`src/rtl/btit_pkg.sv`:
```
// Shared types, codes and constants of the bitmap tag index table.
package btit_pkg;

	localparam int DEF_TABLE_DEPTH = 64;
	localparam int DEF_BITMAP_BITS = 128;
	localparam int WORD_BITS = 64;
	localparam int KEY_W = 32;
	localparam int KIND_W = 3;
	localparam int STATUS_W = 2;
	localparam int COUNT_W = 7;

	localparam logic [KIND_W-1:0] KIND_INSERT = 3'd0;
	localparam logic [KIND_W-1:0] KIND_REMOVE = 3'd1;
	localparam logic [KIND_W-1:0] KIND_MATCH_ANY = 3'd2;
	localparam logic [KIND_W-1:0] KIND_MATCH_ALL = 3'd3;
	localparam logic [KIND_W-1:0] KIND_CLEAR = 3'd4;

	localparam logic [STATUS_W-1:0] STATUS_OK = 2'd0;
	localparam logic [STATUS_W-1:0] STATUS_NOT_FOUND = 2'd1;
	localparam logic [STATUS_W-1:0] STATUS_FULL = 2'd2;

	typedef struct packed {
		logic is_query;
		logic match_all;
		logic nonempty;
		logic entry_valid;
	} cmp_ctrl_t;

endpackage

```
`src/rtl/btit_cmp.sv`:
```
// Shared compare unit: key equality and bitmap any/all test for one table entry.
module btit_cmp import btit_pkg::*; #(
	parameter int BITMAP_BITS = DEF_BITMAP_BITS
) (
	input  cmp_ctrl_t              ctrl,
	input  logic [KEY_W-1:0]       req_key,
	input  logic [KEY_W-1:0]       entry_key,
	input  logic [BITMAP_BITS-1:0] query,
	input  logic [BITMAP_BITS-1:0] entry_bits,
	output logic                   key_hit,
	output logic                   bits_hit
);

	logic [BITMAP_BITS-1:0] common_c;
	logic                   any_c;
	logic                   all_c;

	assign common_c = entry_bits & query;
	assign any_c = |common_c;
	assign all_c = (common_c == query);

	assign key_hit = ctrl.entry_valid && !ctrl.is_query && (entry_key == req_key);
	assign bits_hit = ctrl.entry_valid && ctrl.is_query && ctrl.nonempty &&
		(ctrl.match_all ? all_c : any_c);

endmodule

```
`config.mk`:
```
export PLATFORM = sky130hd
export DESIGN_NAME = btit_cmp
export DESIGN_NICKNAME = d
export VERILOG_FILES = /design/src/rtl/btit_pkg.sv /design/src/rtl/btit_cmp.sv
export SDC_FILE = /design/constraint.sdc
export NUM_CORES = 1
export LEC_CHECK = 0
export BUFFER_PORTS_ARGS = -buffer_cell sky130_fd_sc_hd__buf_4
export CORE_AREA = 2 2 128 130
export DETAILED_ROUTE_END_ITERATION = 6
export DIE_AREA = 0 0 130 132
export PLACE_DENSITY = 0.49
export SLEW_MARGIN = 20
export SYNTH_ARGS = -nofsm -noshare
export SYNTH_HDL_FRONTEND = slang
export SYNTH_SLANG_ARGS = --single-unit
```
`constraint.sdc`:
```
create_clock -name vclk -period 1.25
set_input_delay 0.125 -clock vclk [all_inputs]
set_output_delay 0.125 -clock vclk [all_outputs]
set_load 0.02 [all_outputs]
```
**Word-level counts from Yosys, hierarchy flattened**

Cells that the tools add are included.

- Register bits after elaboration: 0
- Latch bits: 0
- RAM bits: 0
- ROM bits: 0
- Input bits: 324
- Memories: 0

- $add $sub $neg: 0
- $mul: 0
- Div/mod/pow operators: 0
- $lt $le $gt $ge: 0
- Equal/unequal tests: 2
- Shift operators: 0
- Mux-type cells: 1
- Bitwise gates (word level): 1
- Reduce and logical (&&, ||, !) cells: 7

Operator list:

| operator | number |
|---|---|
| $and 128x128->128 | 1 |
| $eq 128x128->1 | 1 |
| $reduce_or 128->1 | 1 |
| $eq 32x32->1 | 1 |
| $logic_and 1x1->1 | 5 |
| $logic_not 1->1 | 1 |
| $mux 1 | 1 |

**Longest topological paths before layout**

- Depth after elaboration: 4
- Gate-level depth with buffers: 6
- Gate-level depth less buffers: 6

**Worst setup path before layout**

OpenSTA, ideal clock, no wires.

- Path kind: input to output
- From: input port req_key[13]
- To: output port key_hit
- Data arrival time: 1.369 ns
- Data required time: 1.125 ns
- Slack: -0.244 ns
- Stages on the path: 5
- Cell sequence: xnor2_1 -> nand4_1 -> nor4b_1 -> nand4_1 -> nor4_1

- Word-level cells in the longest chain between the ends: 2

Ends and longest elaborated chain:

| element | line | text |
|---|---|---|
| start, declared | btit_cmp.sv:6 | `input logic [KEY_W-1:0] req_key,` |
| $eq 32x32->1 | btit_cmp.sv:22 | `assign key_hit = ctrl.entry_valid && !ctrl.is_query && (entry_key == req_key);` |
| $logic_and 1x1->1 | btit_cmp.sv:22 |  |
| end, declared | btit_cmp.sv:10 | `output logic key_hit,` |

No other way between the ends.

**Final worst setup path**

- From: input port query[55]
- To: output port bits_hit

- Word-level cells in the longest chain between the ends: 4
- Elaborated cells between the ends (all ways): 5
- Those cells by class: eq/ne: 1; mux: 1; bitwise: 1; reduce/logical: 2

Ends and longest elaborated chain:

| element | line | text |
|---|---|---|
| start, declared | btit_cmp.sv:8 | `input logic [BITMAP_BITS-1:0] query,` |
| $and 128x128->128 | btit_cmp.sv:18 | `assign common_c = entry_bits & query;` |
| $eq 128x128->1 / $reduce_or 128->1 (equally long branches) | btit_cmp.sv:20, btit_cmp.sv:19 |  |
| $mux 1 * | btit_cmp.sv:24 | `(ctrl.match_all ? all_c : any_c);` |
| $logic_and 1x1->1 * | btit_cmp.sv:23 | `assign bits_hit = ctrl.entry_valid && ctrl.is_query && ctrl.nonempty &&` |
| end, declared | btit_cmp.sv:11 | `output logic bits_hit` |

Every way passes the cells marked *; elsewhere a longest branch is shown, timed or not.

==> results.md <==
* Status: finished, violations left
* Failing checks: setup timing
* Final wirelength at 18920 µm
* Most frequent cells in the layout: buf_4 (355), inv_1 (77), nand2b_1 (43)
* Placed inst area at 5146 µm²
* Critical Path Source Type: input pin
* Filler cell count at 1694
* Design area at 5549 µm²
* GP Congestion at 0.8536
* # DRC at 0
* Total gr overflow at 0
* # rows at 46
* Syn_nets at 639
* Final Hold Vio Count at 0
* WHS Path Cells at 5
* Gate Count Post-Synth at 315
* RSZ-0062 raised after global routing: true
* Vias/cell at 4.482
* Hold Crit Endpoint: key_hit
* Yosys warning count at 0
* Layout area overhead at 169.8%
* CP Capture Type: primary output
* Starting density of the core at 0.1309
* Hpwl dp at 17770 µm
* Critical Path AT at 1.74 ns
* Initial antenna violation count at 0
* FMAX at 0.5369 GHz
* PwrDens at 331.1 nW/µm²
* Number of clock buffers in the layout at 0
* CORE AREA at 15710 µm²
* PortBufs at 326
* Via count at 4052
* # setup viols final at 2
* First-pass GRT wire length at 25770 µm
* Mapped cell area at 2057 µm²
* Final period util at 1.490
* Post-route minimum period at 1.863 ns
* Area of the multi-input gates at 2122 µm²
* Crit path max fanout at 2
* Share of the yosys chip area belonging to registers at 0
* Die Area at 17160 µm²
* FF+latch area at 0 µm²
* GR Util All Layers at 0.2036
* Diodes inserted at 0
* Avg Inst Size Synth at 6.530 µm²
* Worst Slack Setup Final at -0.6125 ns
* 1st-iter DRT viols at 138
* Yosys top cell by area: nand2b_1
* Post-synth cell types at 22
* Max-slew headroom at 0.7121
* Share of layout cells above drive strength 1 at 0.6134
* Pin count of the biggest net entering global routing at 3
* Post-route antenna net violation count at 0
* Final layout net count at 1014
* Final hold slack at 0.6733 ns
* Lkg Pwr at 2.859 nW
* Synth top area share at 0.1460
* Die width at 130 µm
* Worst VDD drop at 0.0001360 V
* I/O pin total at 326
* Hold path start: ctrl[3]
* Wire per inst at 20.93 µm
* Vias in the first global route at 4494
* PnR Total Power at 0.001838 W
* Largest cells by area after synthesis: nand2b_1 (15%), inv_1 (14%), a22o_1 (10%), a221oi_1 (9.8%), o22ai_1 (9.1%)
* Die height at 132 µm
* Critical path class: input pin to primary output
* Worst Path Required at 1.12 ns
* Post-layout util at 0.3532
* Max_cap viols at 0
* HP Class: input pin to primary output
* Pre-Repair DR Iteration Count at 4
* Number of flip-flops and latches at 0
* Worst Max-Slew Pin Slew at 0.4318 ns
* Leading cell type in the layout, fill and taps excluded: buf_4
* Max Slew Vio Count at 0
## metal layers
layer | GRT usage | vias to the layer above | routed length (µm)
met2 | 0.4168 | 198 | 10420
li1 | - | 1959 | -
met5 | 0 | - | 0
met4 | 0.005376 | 0 | 65
met3 | 0.02435 | 6 | 1143
met1 | 0.2305 | 1889 | 7290
## critical path, stage by stage
cell and delay, ns:
buf_4 0.11, a22o_1 0.22, a221oi_1 0.35, nand4_1 0.25, nor4_2 0.24, and3_4 0.26, nor3_4 0.05, buf_6 0.13
## synth_stat cells (all sizes together)
cell,number
nand3,5
and3,1
a22o,24
nand2b,48
nor3,3
xnor2,20
inv,77
o31a,1
or2b,3
nor4,17
a221oi,24
xor2,12
o2111ai,17
a222oi,1
nand4,16
o22ai,30
a22oi,14
a21oi,1
nor4b,1
## metrics by stage
step	cells	TNS (ns)	setup slack [ns]
global route	904	-1.024	-0.6549
detailed placement	904	-1.229	-0.9265
global placement	904	-1.179	-0.8938
finish	904	-0.9147	-0.6125
floorplan	315	-0.08294	-0.05528
CTS	904	-0.9668	-0.6754
## worst max-delay path by stage
| stage | cells after the start | slack, ns | end | start |
|---|---|---|---|---|
| after CTS | 9 | -0.68 | bits_hit | entry_bits[19] |
| after global routing | 9 | -0.65 | bits_hit | query[43] |
| after floorplan | 6 | -0.06 | bits_hit | query[27] |
| final | 8 | -0.61 | bits_hit | query[55] |
| after global placement | 9 | -0.89 | bits_hit | query[19] |
| after detailed placement | 8 | -0.93 | bits_hit | query[72] |
## final cells by class
type | count | share of cell area
inverter | 77 | 0.05209
multi-input combinational | 238 | 0.3824
timing repair buffer | 373 | 0.5168
tap | 216 | 0.04870
## timing repair
| item | in CTS | in global routing |
|---|---|---|
| resized for setup | 25 | 42 |
| buffers inserted | 0 | 0 |
| cloned | 0 | 0 |
| pin swaps | 7 | 19 |
| hold buffers | 0 | 0 |
| setup endpoints to repair | 2 | 2 |
## power by group
group          internal (W)  total (W)  switching [W]
Clock                     0          0              0
Sequential                0          0              0
Combinational       0.00111    0.00184       0.000724
## kinds of logic (layout without fill, tap and decap cells)
family                 after synthesis  in the layout  synth area share
AND/OR/NAND/NOR                     94             94            0.2895
AO/OA/AOI/OAI                      112            112            0.4337
buffers and inverters               77            450            0.1405
XOR/XNOR                            32             32            0.1363
Note: power is estimated with default switching activity, not from simulation.
